File: src/ualu_pkg.sv
// ----------------------------------------------------------------------------
// ualu_pkg - shared types and constants for the unsigned integer ALU
// Opcodes, compare codes, sequencer states and the control word that the
// sequencer hands to the datapath.
// ----------------------------------------------------------------------------
package ualu_pkg;

    // Field widths that do not follow the data width
    localparam int CMD_W  = 4;
    localparam int AMT_W  = 8;
    localparam int CODE_W = 3;

    // Opcodes
    localparam logic [CMD_W-1:0] OP_ADD  = 4'd0;
    localparam logic [CMD_W-1:0] OP_SUB  = 4'd1;
    localparam logic [CMD_W-1:0] OP_MUL  = 4'd2;
    localparam logic [CMD_W-1:0] OP_DIV  = 4'd3;
    localparam logic [CMD_W-1:0] OP_CMP  = 4'd4;
    localparam logic [CMD_W-1:0] OP_SHL  = 4'd5;
    localparam logic [CMD_W-1:0] OP_SHR  = 4'd6;
    localparam logic [CMD_W-1:0] OP_ROTL = 4'd7;
    localparam logic [CMD_W-1:0] OP_ROTR = 4'd8;

    // Compare codes, a relative to b
    localparam logic [CODE_W-1:0] CMP_EQ = 3'd0;
    localparam logic [CODE_W-1:0] CMP_NE = 3'd1;
    localparam logic [CODE_W-1:0] CMP_GT = 3'd2;
    localparam logic [CODE_W-1:0] CMP_GE = 3'd3;
    localparam logic [CODE_W-1:0] CMP_LT = 3'd4;
    localparam logic [CODE_W-1:0] CMP_LE = 3'd5;

    // Sequencer states, one-hot
    typedef enum logic [2:0] {
        ST_IDLE = 3'b001,
        ST_RUN  = 3'b010,
        ST_FIN  = 3'b100
    } state_t;

    // Control word from sequencer to datapath
    typedef struct packed {
        logic load;      // capture a new word
        logic step;      // run one iteration of the shared unit
        logic skip;      // rotate count reduced by a full turn, no move
        logic out_load;  // results ready for the output register
    } ctrl_t;

endpackage

File: src/ualu_seq.sv
// ----------------------------------------------------------------------------
// ualu_seq - iteration sequencer
// Loads the iteration count for each operation, steps the shared unit once
// per cycle and hands the finished word to the output register.
// ----------------------------------------------------------------------------
module ualu_seq #(
    parameter int DATA_WIDTH = 64
) (
    input  logic                   clk,
    input  logic                   rst_n,
    input  logic                   in_valid,
    input  logic [ualu_pkg::CMD_W-1:0] op,
    input  logic [ualu_pkg::AMT_W-1:0] amt,
    input  logic                   div_zero,
    input  logic                   out_free,
    output logic                   ready,
    output ualu_pkg::ctrl_t        ctrl
);
    import ualu_pkg::*;

    localparam logic [AMT_W-1:0] DW_CNT = AMT_W'(DATA_WIDTH);

    state_t           state_reg, state_next;
    logic [AMT_W-1:0] cnt_reg, cnt_next;
    logic [CMD_W-1:0] op_reg, op_next;
    logic [AMT_W-1:0] cnt_init;
    logic             is_rot;

    // Pick the number of iterations for the incoming word
    always_comb
    begin
        case (op)
            OP_ADD, OP_SUB, OP_CMP: cnt_init = AMT_W'(1);
            OP_MUL:                 cnt_init = DW_CNT;
            OP_DIV:                 cnt_init = div_zero ? '0 : DW_CNT;
            OP_SHL, OP_SHR:         cnt_init = (amt >= DW_CNT) ? '0 : amt;
            OP_ROTL, OP_ROTR:       cnt_init = amt;
            default:                cnt_init = '0;
        endcase
    end

    assign is_rot = (op_reg == OP_ROTL) || (op_reg == OP_ROTR);
    assign ready  = (state_reg == ST_IDLE);

    // Advance the sequencer
    always_comb
    begin
        state_next    = state_reg;
        cnt_next      = cnt_reg;
        op_next       = op_reg;
        ctrl          = '0;
        case (state_reg)
            ST_IDLE:
            begin
                if (in_valid)
                begin
                    ctrl.load  = 1'b1;
                    cnt_next   = cnt_init;
                    op_next    = op;
                    state_next = ST_RUN;
                end
            end
            ST_RUN:
            begin
                if (cnt_reg == '0)
                begin
                    state_next = ST_FIN;
                end
                else
                begin
                    ctrl.step = 1'b1;
                    if (is_rot && (cnt_reg >= DW_CNT))
                    begin
                        ctrl.skip = 1'b1;
                        cnt_next  = cnt_reg - DW_CNT;
                    end
                    else
                    begin
                        cnt_next = cnt_reg - AMT_W'(1);
                    end
                end
            end
            ST_FIN:
            begin
                if (out_free)
                begin
                    ctrl.out_load = 1'b1;
                    state_next    = ST_IDLE;
                end
            end
            default:
            begin
                state_next = ST_IDLE;
            end
        endcase
    end

    // Hold sequencer state
    always_ff @(posedge clk or negedge rst_n)
    begin
        if (!rst_n)
        begin
            state_reg <= ST_IDLE;
            cnt_reg   <= '0;
            op_reg    <= OP_ADD;
        end
        else
        begin
            state_reg <= state_next;
            cnt_reg   <= cnt_next;
            op_reg    <= op_next;
        end
    end

endmodule

File: src/ualu_core.sv
// ----------------------------------------------------------------------------
// ualu_core - operand registers and the shared add/subtract unit
// One adder serves add, sub, compare, the shift-and-add multiply and the
// restoring divide; a one-bit shifter serves shifts and rotates.
// ----------------------------------------------------------------------------
module ualu_core #(
    parameter int DATA_WIDTH = 64
) (
    input  logic                        clk,
    input  ualu_pkg::ctrl_t             ctrl,
    input  logic [ualu_pkg::CMD_W-1:0]  op,
    input  logic [DATA_WIDTH-1:0]       in_a,
    input  logic [DATA_WIDTH-1:0]       in_b,
    input  logic                        amt_big,
    input  logic [ualu_pkg::CODE_W-1:0] code,
    output logic [DATA_WIDTH-1:0]       res,
    output logic [DATA_WIDTH-1:0]       rem,
    output logic                        cmp_true,
    output logic                        div_zero
);
    import ualu_pkg::*;

    logic [DATA_WIDTH-1:0] a_reg, a_next;
    logic [DATA_WIDTH-1:0] b_reg, b_next;
    logic [DATA_WIDTH-1:0] acc_reg, acc_next;
    logic [CMD_W-1:0]      op_reg, op_next;
    logic [CODE_W-1:0]     code_reg, code_next;
    logic                  cmp_reg, cmp_next;
    logic                  dz_reg, dz_next;

    logic [DATA_WIDTH-1:0] add_x, add_y;
    logic                  add_inv;
    logic [DATA_WIDTH:0]   add_sum;
    logic                  carry;
    logic                  eq;
    logic                  take;

    // Select the adder operands for the current operation
    always_comb
    begin
        add_x   = a_reg;
        add_y   = b_reg;
        add_inv = 1'b0;
        case (op_reg)
            OP_SUB, OP_CMP:
            begin
                add_inv = 1'b1;
            end
            OP_MUL:
            begin
                add_x = acc_reg;
            end
            OP_DIV:
            begin
                add_x   = {acc_reg[DATA_WIDTH-2:0], a_reg[DATA_WIDTH-1]};
                add_inv = 1'b1;
            end
            default:
            begin
                add_inv = 1'b0;
            end
        endcase
    end

    // Shared adder; carry out is the no-borrow flag when subtracting
    assign add_sum = {1'b0, add_x} + {1'b0, add_y ^ {DATA_WIDTH{add_inv}}}
                   + (DATA_WIDTH + 1)'(add_inv);
    assign carry   = add_sum[DATA_WIDTH];
    assign eq      = (a_reg == b_reg);
    // Shifted-out top bit means the partial remainder exceeds any divisor
    assign take    = acc_reg[DATA_WIDTH-1] | carry;

    // Next values of the working registers
    always_comb
    begin
        a_next    = a_reg;
        b_next    = b_reg;
        acc_next  = acc_reg;
        op_next   = op_reg;
        code_next = code_reg;
        cmp_next  = cmp_reg;
        dz_next   = dz_reg;
        if (ctrl.load)
        begin
            op_next   = op;
            code_next = code;
            b_next    = in_b;
            acc_next  = '0;
            cmp_next  = 1'b0;
            dz_next   = (in_b == '0);
            a_next    = ((op == OP_SHL || op == OP_SHR) && amt_big) ? '0 : in_a;
        end
        else if (ctrl.step && !ctrl.skip)
        begin
            case (op_reg)
                OP_ADD, OP_SUB:
                begin
                    acc_next = add_sum[DATA_WIDTH-1:0];
                end
                OP_CMP:
                begin
                    case (code_reg)
                        CMP_EQ:  cmp_next = eq;
                        CMP_NE:  cmp_next = !eq;
                        CMP_GT:  cmp_next = carry && !eq;
                        CMP_GE:  cmp_next = carry;
                        CMP_LT:  cmp_next = !carry;
                        CMP_LE:  cmp_next = !carry || eq;
                        default: cmp_next = 1'b0;
                    endcase
                end
                OP_MUL:
                begin
                    if (a_reg[0])
                    begin
                        acc_next = add_sum[DATA_WIDTH-1:0];
                    end
                    a_next = a_reg >> 1;
                    b_next = b_reg << 1;
                end
                OP_DIV:
                begin
                    acc_next = take ? add_sum[DATA_WIDTH-1:0]
                                    : {acc_reg[DATA_WIDTH-2:0], a_reg[DATA_WIDTH-1]};
                    a_next   = {a_reg[DATA_WIDTH-2:0], take};
                end
                OP_SHL:  a_next = a_reg << 1;
                OP_SHR:  a_next = a_reg >> 1;
                OP_ROTL: a_next = {a_reg[DATA_WIDTH-2:0], a_reg[DATA_WIDTH-1]};
                OP_ROTR: a_next = {a_reg[0], a_reg[DATA_WIDTH-1:1]};
                default: a_next = a_reg;
            endcase
        end
    end

    // Hold the working registers
    always_ff @(posedge clk)
    begin
        a_reg    <= a_next;
        b_reg    <= b_next;
        acc_reg  <= acc_next;
        op_reg   <= op_next;
        code_reg <= code_next;
        cmp_reg  <= cmp_next;
        dz_reg   <= dz_next;
    end

    // Route the finished word to the result fields
    always_comb
    begin
        res      = '0;
        rem      = '0;
        cmp_true = 1'b0;
        div_zero = 1'b0;
        case (op_reg)
            OP_ADD, OP_SUB, OP_MUL:
            begin
                res = acc_reg;
            end
            OP_DIV:
            begin
                div_zero = dz_reg;
                if (!dz_reg)
                begin
                    res = a_reg;
                    rem = acc_reg;
                end
            end
            OP_CMP:
            begin
                cmp_true = cmp_reg;
            end
            OP_SHL, OP_SHR, OP_ROTL, OP_ROTR:
            begin
                res = a_reg;
            end
            default:
            begin
                res = '0;
            end
        endcase
    end

endmodule

File: src/uint64_integer_alu.sv
// ----------------------------------------------------------------------------
// uint64_integer_alu - iterative unsigned integer ALU
//
//  channel | direction | carries
//  s_*     | in        | tuser: cmd; tdata: operand_a, operand_b, shift_amount,
//          |           |        compare_code
//  m_*     | out       | tdata: result, remainder, compare_true;
//          |           | tuser: divide_by_zero
//
// Each word runs n iterations of the shared adder/shifter, with n being 1
// for add, sub and compare, DATA_WIDTH for mul and divmod (none for a zero
// divisor), the amount for shl/shr below DATA_WIDTH and none from DATA_WIDTH
// up, amount mod DATA_WIDTH moves plus amount / DATA_WIDTH full-turn skips
// for rotates, and none for an unknown opcode.
// s_tready is low from acceptance until the result moves to the output
// register; the sequencer waits in its last state while the output register
// holds a word not yet taken, and frees s_tready as soon as the move is made.
// Reset is asynchronous, active low, and clears the sequencer and m_tvalid.
// ----------------------------------------------------------------------------
module uint64_integer_alu #(
    parameter int DATA_WIDTH = 64
) (
    input  logic clk,
    input  logic rst_n,
    input  logic s_tvalid,
    output logic s_tready,
    // operand_a, operand_b, shift_amount, compare_code, zero fill
    input  logic [((2*DATA_WIDTH + ualu_pkg::AMT_W + ualu_pkg::CODE_W + 7)/8)*8-1:0]
                 s_tdata,
    // cmd
    input  logic [ualu_pkg::CMD_W-1:0] s_tuser,
    output logic m_tvalid,
    input  logic m_tready,
    // result, remainder, compare_true, zero fill
    output logic [((2*DATA_WIDTH + 1 + 7)/8)*8-1:0] m_tdata,
    // divide_by_zero
    output logic [0:0] m_tuser
);
    import ualu_pkg::*;

    localparam int OUT_W  = ((2*DATA_WIDTH + 1 + 7)/8)*8;
    localparam int AMT_LO = 2*DATA_WIDTH;
    localparam int CODE_LO = AMT_LO + AMT_W;
    localparam logic [AMT_W-1:0] DW_CNT = AMT_W'(DATA_WIDTH);

    logic [DATA_WIDTH-1:0] in_a, in_b;
    logic [AMT_W-1:0]      in_amt;
    logic [CODE_W-1:0]     in_code;
    logic                  amt_big;
    logic                  seq_ready;
    logic                  out_free;
    ctrl_t                 ctrl;

    logic [DATA_WIDTH-1:0] res, rem;
    logic                  cmp_true, div_zero;

    logic                  m_valid_reg, m_valid_next;
    logic [OUT_W-1:0]      m_data_reg, m_data_next;
    logic                  m_user_reg, m_user_next;

    // Unpack the input word
    assign in_a    = s_tdata[DATA_WIDTH-1:0];
    assign in_b    = s_tdata[2*DATA_WIDTH-1:DATA_WIDTH];
    assign in_amt  = s_tdata[AMT_LO +: AMT_W];
    assign in_code = s_tdata[CODE_LO +: CODE_W];
    assign amt_big = (in_amt >= DW_CNT);

    assign s_tready = seq_ready;
    assign out_free = !m_valid_reg || m_tready;

    ualu_seq #(
        .DATA_WIDTH (DATA_WIDTH)
    ) u_seq (
        .clk      (clk),
        .rst_n    (rst_n),
        .in_valid (s_tvalid),
        .op       (s_tuser),
        .amt      (in_amt),
        .div_zero (in_b == '0),
        .out_free (out_free),
        .ready    (seq_ready),
        .ctrl     (ctrl)
    );

    ualu_core #(
        .DATA_WIDTH (DATA_WIDTH)
    ) u_core (
        .clk      (clk),
        .ctrl     (ctrl),
        .op       (s_tuser),
        .in_a     (in_a),
        .in_b     (in_b),
        .amt_big  (amt_big),
        .code     (in_code),
        .res      (res),
        .rem      (rem),
        .cmp_true (cmp_true),
        .div_zero (div_zero)
    );

    // Load the output register, drop the word once taken
    always_comb
    begin
        m_valid_next = m_valid_reg;
        m_data_next  = m_data_reg;
        m_user_next  = m_user_reg;
        if (ctrl.out_load)
        begin
            m_valid_next = 1'b1;
            m_data_next  = OUT_W'({cmp_true, rem, res});
            m_user_next  = div_zero;
        end
        else if (m_tready)
        begin
            m_valid_next = 1'b0;
        end
    end

    always_ff @(posedge clk or negedge rst_n)
    begin
        if (!rst_n)
        begin
            m_valid_reg <= 1'b0;
        end
        else
        begin
            m_valid_reg <= m_valid_next;
        end
    end

    always_ff @(posedge clk)
    begin
        m_data_reg <= m_data_next;
        m_user_reg <= m_user_next;
    end

    assign m_tvalid   = m_valid_reg;
    assign m_tdata    = m_data_reg;
    assign m_tuser[0] = m_user_reg;

    // Checks
    a_busy_after_accept: assert property (@(posedge clk) disable iff (!rst_n)
        (s_tvalid && s_tready) |=> !s_tready)
        else $error("input taken again while a word is in flight");

    a_no_overwrite: assert property (@(posedge clk) disable iff (!rst_n)
        ctrl.out_load |-> (!m_valid_reg || m_tready))
        else $error("output register overwritten before it was taken");

    a_dz_zero: assert property (@(posedge clk) disable iff (!rst_n)
        (m_valid_reg && m_user_reg) |-> (m_data_reg[2*DATA_WIDTH-1:0] == '0))
        else $error("divide by zero with non-zero quotient or remainder");

    a_cmp_zero: assert property (@(posedge clk) disable iff (!rst_n)
        (m_valid_reg && m_data_reg[2*DATA_WIDTH])
            |-> (m_data_reg[2*DATA_WIDTH-1:0] == '0) && !m_user_reg)
        else $error("compare result carries other fields");

endmodule
File: config.mk
export PLATFORM = sky130hd
export DESIGN_NAME = uint64_integer_alu
export DESIGN_NICKNAME = d
export VERILOG_FILES = /design/src/ualu_pkg.sv /design/src/ualu_seq.sv /design/src/ualu_core.sv /design/src/uint64_integer_alu.sv
export SDC_FILE = /design/constraint.sdc
export NUM_CORES = 1
export LEC_CHECK = 0
export BUFFER_PORTS_ARGS = -buffer_cell sky130_fd_sc_hd__clkbuf_2
export CAP_MARGIN = 20
export CORE_ASPECT_RATIO = 0.5
export CORE_MARGIN = 2
export CORE_UTILIZATION = 59
export CTS_CLUSTER_DIAMETER = 30
export DETAILED_ROUTE_END_ITERATION = 6
export HOLD_SLACK_MARGIN = 0.03
export PLACE_DENSITY = 0.81
export SLEW_MARGIN = 10
export SYNTH_ARGS = -nofsm -noshare
export SYNTH_HDL_FRONTEND = slang
export SYNTH_SLANG_ARGS = --single-unit
File: constraint.sdc
create_clock -name clk -period 9.6 [get_ports clk]
set_clock_uncertainty 0.15 [all_clocks]
set_input_delay 0.48 -clock clk [delete_from_list [all_inputs] [get_ports clk]]
set_output_delay 0.48 -clock clk [all_outputs]
set_load 0.03 [all_outputs]
==> out/results.ini, run 1 <==
[route]
routedWlPerCell_um=25.6
dr.first_iter.drc_count=3187
routed_wl_um=78900
first_pass_iters=7
viasPerCell=6.45
route.detailed.drc=7
dr_total_vias=19891
final_antenna_net_count=0

[yosys]
ys_dominant_reg_cell=edfxtp_1
syn_inst=2318
synth_seq_area_share_pct=44.5
yosys_warnings=0
synth_seq_cells=347
synthArstFlopShare_pct=4.61
synth_edf_count=266
synth_area_um2=21800
syn_avg_cell_area_um2=9.39
synth.distinct_cells=80

[sta]
max_slew_margin_pct=21.4
hold_violations=0
slew_viol_final=0
setup_slack_ns=3.08
setup_viol=0
period_share_pct=67.9
rsz0062_at_grt=false
max_freq_ghz=0.153
setup_tns_ns=0
worst_slew_pin_slew_ns=1.18
fin_crit_ns=6.52

[clocking]
clk_latency_ns=0.58
cts_tree=yes
root_buffer=clkbuf_16
post_cts_buffers=0
cts_made_buffers=45
path_clk_slew_ns=0.07
htreeDepth=2
clock_sinks=347
clockBufferDepth=3

[grt]
grt_pass1_vias=18017
grt_max_degree=102
grt_pass1_wl_um=114000
antenna_found_initial=4
grt_usage_pct=40.1
grt.overflow.total=0

[place]
place_area_um2=23500
dp_hpwl_um=58100
io_buffers=278
gp_congestion=1.04
dpl_worst_slack_ns=3.27

[die]
dieHeight_um=140
die_x_um=276
fp.dieArea_um2=38500
ios=291
start_util_pct=60.2
rows=49
core_um2=36100

[final_layout]
syn2layout_area_growth_pct=17.0
largest_reg_flops=129
finalNetCount=2781
final_core_util_pct=70.5
stdcell_area_um2=25500
layout-drive-gt1-share_pct=16.6

[worst_setup_path]
crit_type=flip-flop to flip-flop
crit_fanout=65
cp.required_ns=9.92
end_kind=flip-flop
crit_arrival_ns=6.84
critPathLaunchType=flip-flop

[power_and_ir_drop]
p_leak_nw=10.4
power.density_nw_per_um2=379
peakVddDrop_v=0.000222

[flow_run]
drv_cap=0

[outcome]
status=finished, violations left
violations=design-rule violations

[min_path]
hold_class=input port to flip-flop

-- synthesized netlist by cell type, types with 9 or more instances --
master | count | share of area, %
dfrtp_1 | 15 | 1.7
a21oi_1 | 196 | 4.5
inv_1 | 19 | 0.33
xnor2_1 | 93 | 3.7
clkbuf_1 | 119 | 2.1
nand3_1 | 29 | 0.67
edfxtp_1 | 266 | 37
nor2_1 | 178 | 3.1
mux2i_1 | 130 | 6.0
nand2_1 | 354 | 6.1
o21ai_0 | 158 | 3.6
o21bai_1 | 11 | 0.38
xor2_1 | 92 | 3.7
o211ai_1 | 14 | 0.48
nor4_1 | 37 | 1.1
ha_1 | 66 | 3.8
nand2b_1 | 15 | 0.43
buf_1 | 9 | 0.16
nor3_1 | 24 | 0.55
and3_1 | 17 | 0.49
o21a_1 | 13 | 0.45
a31oi_1 | 17 | 0.49
nand4_1 | 23 | 0.66
dfxtp_1 | 65 | 6.0
a21o_1 | 37 | 1.3
o211a_1 | 11 | 0.51
buf_4 | 11 | 0.38
a22o_1 | 65 | 2.6
a211oi_1 | 31 | 1.1
and2_1 | 70 | 2.0
nor2b_1 | 9 | 0.26
buf_2 | 12 | 0.28
-- path summary, 6_finish.rpt --
| kind | from | to | slack (ns) | depth (start not counted) |
|---|---|---|---|---|
| worst max-delay path | u_core.op_reg[3]$_DFFE_PP_ | u_core.acc_reg[61]$_SDFFE_PP0P_ | 3.08 | 15 |
| worst min-delay path | s_tdata[88] | u_core.add_y[24]$_DFFE_PP_ | 0.04 | 3 |
| worst max register to register | u_core.op_reg[3]$_DFFE_PP_ | u_core.acc_reg[61]$_SDFFE_PP0P_ | 3.08 | 15 |
| worst min register to register | u_seq.cnt_reg[7]$_DFFE_PN0P_ | u_seq.cnt_reg[7]$_DFFE_PN0P_ | 0.36 | 2 |
| max in group asynchronous | rst_n | u_seq.state_reg[0]$_DFFE_PN1P_ | 8.75 | 2 |
| min in group asynchronous | rst_n | u_seq.cnt_reg[7]$_DFFE_PN0P_ | 0.22 | 2 |
-- repair_timing --
action,CTS,global route
endpoints found under the hold margin,46,0
hold buffers,31,0
gates resized for setup,0,0
-- cell usage in the layout (no fill, tap or decap), types with 70 or more instances in the layout --
master | netlist | final
nand2_1 | 354 | 352
clkbuf_2 | 1 | 278
edfxtp_1 | 266 | 266
a21oi_1 | 196 | 196
nor2_1 | 178 | 173
o21ai_0 | 158 | 157
mux2i_1 | 130 | 130
xnor2_1 | 93 | 93
xor2_1 | 92 | 92
and2_1 | 70 | 70
-- per-stage QoR --
stage / std cells / hold WS (ns) / power, W
3_3_place_gp: 2967 / 0.277 / 0.00747
3_5_place_dp: 2968 / 0.279 / 0.00753
4_1_cts: 3083 / 0.0300 / 0.00935
2_1_floorplan: 2324 / 0.0344 / 0.00599
5_1_grt: 3084 / 0.0346 / 0.0101
6_report: 3084 / 0.0363 / 0.00965
-- power breakdown --
group / switching, W / leakage (nW) / internal, W
logic: 0.00318 / 6.33 / 0.00183
clock network: 0.000748 / 0.771 / 0.00106
registers: 0.000697 / 3.25 / 0.00213
total: 0.00463 / 10.4 / 0.00503
-- routing by layer --
layer,vias up,track usage (%),part of all wire (%)
met5,-,2.26,0.14
met1,9464,58.7,41
met3,122,21.5,19
met2,1372,51.1,38
li1,8925,-,-
met4,8,8.25,2.1
-- cells by family (layout without fill, tap and decap cells) --
family / after synthesis / after routing / share of synthesized area [%]
mux: 134 / 134 / 6.22
other cells: 1 / 8 / 0.0172
simple gates: 793 / 793 / 16.6
buf+inv: 173 / 448 / 3.28
xor+xnor: 185 / 185 / 7.45
compound gates: 617 / 617 / 17.9
flops: 347 / 347 / 44.5
fa+ha+maj: 68 / 68 / 3.93
-- worst max-delay path: stages, from the launching register on --
cell	delay, ns
edfxtp_1	0.65
nor3_2	0.14
a22oi_2	0.23
buf_4	0.80
o21ai_0	0.27
fa_1	0.51
a21o_1	0.21
a221o_1	0.36
a31o_2	0.32
a31oi_1	0.36
o32a_1	0.29
a211oi_2	0.11
nor3_4	0.69
buf_4	0.67
and4b_1	0.27
o41ai_1	0.29
-- cell type report --
type | count | area, um2
Antenna cell | 1 | 2.50
Clock buffer | 51 | 1190
Clock inverter | 33 | 435
Fill cell | 2723 | 10700
Inverter | 20 | 77.6
Multi-Input combinational cell | 1804 | 11500
Sequential cell | 347 | 9690
Tap cell | 484 | 606
Timing Repair Buffer | 344 | 1980
Note: power is estimated with default switching activity, not from simulation.
==> run 2: changes to the inputs <==
--- a/config.mk
+++ b/config.mk
@@ -9,11 +9,11 @@
 export CAP_MARGIN = 20
 export CORE_ASPECT_RATIO = 0.5
 export CORE_MARGIN = 2
-export CORE_UTILIZATION = 59
+export CORE_UTILIZATION = 53
 export CTS_CLUSTER_DIAMETER = 30
 export DETAILED_ROUTE_END_ITERATION = 6
 export HOLD_SLACK_MARGIN = 0.03
-export PLACE_DENSITY = 0.81
+export PLACE_DENSITY = 0.77
 export SLEW_MARGIN = 10
 export SYNTH_ARGS = -nofsm -noshare
 export SYNTH_HDL_FRONTEND = slang
==> constraint.sdc (replaced) <==
create_clock -name clk -period 5.68 [get_ports clk]
set_clock_uncertainty 0.15 [all_clocks]
set_input_delay 0.284 -clock clk [delete_from_list [all_inputs] [get_ports clk]]
set_output_delay 0.284 -clock clk [all_outputs]
set_load 0.03 [all_outputs]
==> run 2 against run 1 <==
Net effect:
- the flow now finishes without violations
- sequential cell count is the same
- count of clock-buffer cells in the layout rose by 10
- final area up 5.8%
- combinational power up 70%
- via count increased by 4.1%
- hold slack better by 0.026 ns
- largest power group unchanged
==> out/results.ini, run 2 (synthesis gave the netlist of run 1 again) <==
[clocking]
clock_sinks=347  ; unchanged
post_cts_buffers=0  ; unchanged
cts_tree=yes
clk_latency_ns=0.58  ; about the same
htreeDepth=2  ; unchanged
path_clk_slew_ns=0.06  ; about the same
cts.repair.resized=0  ; unchanged
cts_made_buffers=49  ; +8.9%
root_buffer=clkbuf_16
clockBufferDepth=3  ; unchanged

[power_and_ir_drop]
p_leak_nw=11.0  ; +6.1%
peakVddDrop_v=0.000276  ; +24%
power.density_nw_per_um2=615  ; +62%

[sta]
timing.hold.ws_ns=0.0626  ; +0.0263 ns
worst_slew_pin_slew_ns=1.04  ; -0.142 ns
setup_tns_ns=0  ; unchanged
slew_viol_final=0  ; unchanged
period_share_pct=96.9  ; +29 points
max_slew_margin_pct=30.7  ; +9.3 points
max_freq_ghz=0.182  ; +18%
fin_crit_ns=5.50  ; -1.01 ns
hold_violations=0  ; unchanged
rsz0062_at_grt=false
setup_viol=0  ; unchanged

[final_layout]
largest_reg_flops=129  ; unchanged
layout-drive-gt1-share_pct=16.5  ; -0.099 points
syn2layout_area_growth_pct=23.8
stdcell_count=3281  ; +6.4%
finalNetCount=2915  ; +4.8%
mostFrequentLayoutCells=352 x nand2_1, 278 x clkbuf_2, 266 x edfxtp_1
final_common_cell=nand2_1

[route]
final_antenna_net_count=0  ; unchanged
first_pass_iters=6  ; -1
dr.first_iter.drc_count=3200  ; +0.41%
routedWlPerCell_um=25.1  ; -1.9%
route.detailed.drc=0  ; -7
routed_wl_um=82300  ; +4.3%
dr_total_vias=20710  ; +4.1%
viasPerCell=6.31  ; -2.1%

[worst_setup_path]
cp.required_ns=5.97  ; -3.95 ns
crit_type=flip-flop to flip-flop
critPathLaunchType=flip-flop
crit_fanout=42  ; -35%
crit_path_start=u_core.op_reg[3]$_DFFE_PP_
r2r_start=u_core.op_reg[3]$_DFFE_PP_
end_kind=flip-flop
crit_arrival_ns=5.80  ; -1.04 ns

[flow_run]
drv_cap=0  ; unchanged

[grt]
grt_pass1_wl_um=121000  ; +6.7%
grt.overflow.total=0  ; unchanged
grt_max_degree=131  ; +28%
grtUsageMet2_pct=49.8  ; -1.2 points
grt_usage_pct=37.7  ; -2.3 points
grt_use_met1_pct=52.7  ; -6.0 points
antenna_found_initial=3  ; -1
busiest_layer=met1
use_met3_pct=18.9  ; -2.6 points
grt_pass1_vias=19522  ; +8.4%

[place]
gp_congestion=1.03  ; -0.44%
io_buffers=278  ; unchanged
placed_cells=3038  ; +2.4%
dp_hpwl_um=56800  ; -2.3%

[die]
die_x_um=291  ; +5.4%
ios=291  ; unchanged
rows=52  ; +6.1%
dieHeight_um=147  ; +5.4%
fp.dieArea_um2=42800  ; +11%
core_um2=40500  ; +12%
start_util_pct=53.8  ; -6.5 points

[min_path]
worstHoldStart=s_tdata[134]
hold_class=input port to flip-flop

[outcome]
status=completed

## run 2: cell types whose count changed in the layout (fill, tap and decap cells not counted), moves of 2 or more
cell	previous run	this run
buf_4	34	42
clkinv_8	4	0
clkbuf_16	46	53
clkinv_2	2	6
dlygate4sd3_1	31	147
clkinv_4	2	5
clkinvlp_4	6	3
diode_2	1	5
buf_12	0	7
bufinv_16	5	3
clkbuf_1	3	5
## run 2: final timing paths
path,to,slack (ns),cells past startpoint
max,u_core.acc_reg[61]$_SDFFE_PP0P_,0.18,15
max in group asynchronous,u_seq.cnt_reg[7]$_DFFE_PN0P_,3.65,4
max reg2reg,u_core.acc_reg[61]$_SDFFE_PP0P_,0.18,15
min,u_seq.cnt_reg[6]$_DFFE_PN0P_,0.06,5
min in group asynchronous,u_seq.cnt_reg[6]$_DFFE_PN0P_,0.47,3
min reg2reg,u_seq.op_reg[3]$_DFFE_PN0P_,0.35,2
## run 2: final cells by class
cell class,instances,area (um2)
Clock inverter,30,300
Tap cell,540,676
Antenna cell,5,12.5
Multi-Input combinational cell,1804,11500
Inverter,20,77.6
Clock buffer,61,1390
Fill cell,3130,13500
Sequential cell,347,9690
Timing Repair Buffer,474,3320
## run 2: per-stage QoR
stage / setup WS [ns] / cell area (um2) / total power, W / utilization, %
6_report: 0.176 / 26900 / 0.0166 / 66.5
5_1_grt: 0.0748 / 26900 / 0.0173 / 66.5
4_1_cts: 0.514 / 26900 / 0.0160 / 66.5
3_5_place_dp: 0.544 / 23800 / 0.0127 / 58.7
3_3_place_gp: 0.632 / 23700 / 0.0126 / 58.7
2_1_floorplan: 0.799 / 21800 / 0.0101 / -
## run 2: report_power, final
part	switching [W]	internal, W
clock	0.00126	0.00190
sequential	0.00125	0.00360
combinational	0.00532	0.00322
total	0.00784	0.00872
## run 2: critical path: stages, from the launching register on
cell	delay, ns
edfxtp_1	0.59
nor3_2	0.40
a22oi_2	0.16
buf_12	0.25
buf_4	0.25
xnor2_1	0.57
ha_1	0.46
a21o_1	0.20
a21oi_1	0.25
o21ai_0	0.16
a221oi_1	0.31
o21ai_0	0.23
o211ai_1	0.48
o21ai_1	0.25
a2111oi_0	0.49
o41ai_1	0.15
## run 2: what timing repair did
action / CTS / global route
endpoints found under the hold margin: 166 / 0
endpoints found under the setup margin: 0 / 0
hold buffers: 147 / 0
## run 2: per-layer routing
layer / share of wire [%] / wire [um]
met1: 40 / 32600
met2: 39 / 31800
met3: 18 / 14900
met4: 3.6 / 2960
met5: 0 / 0
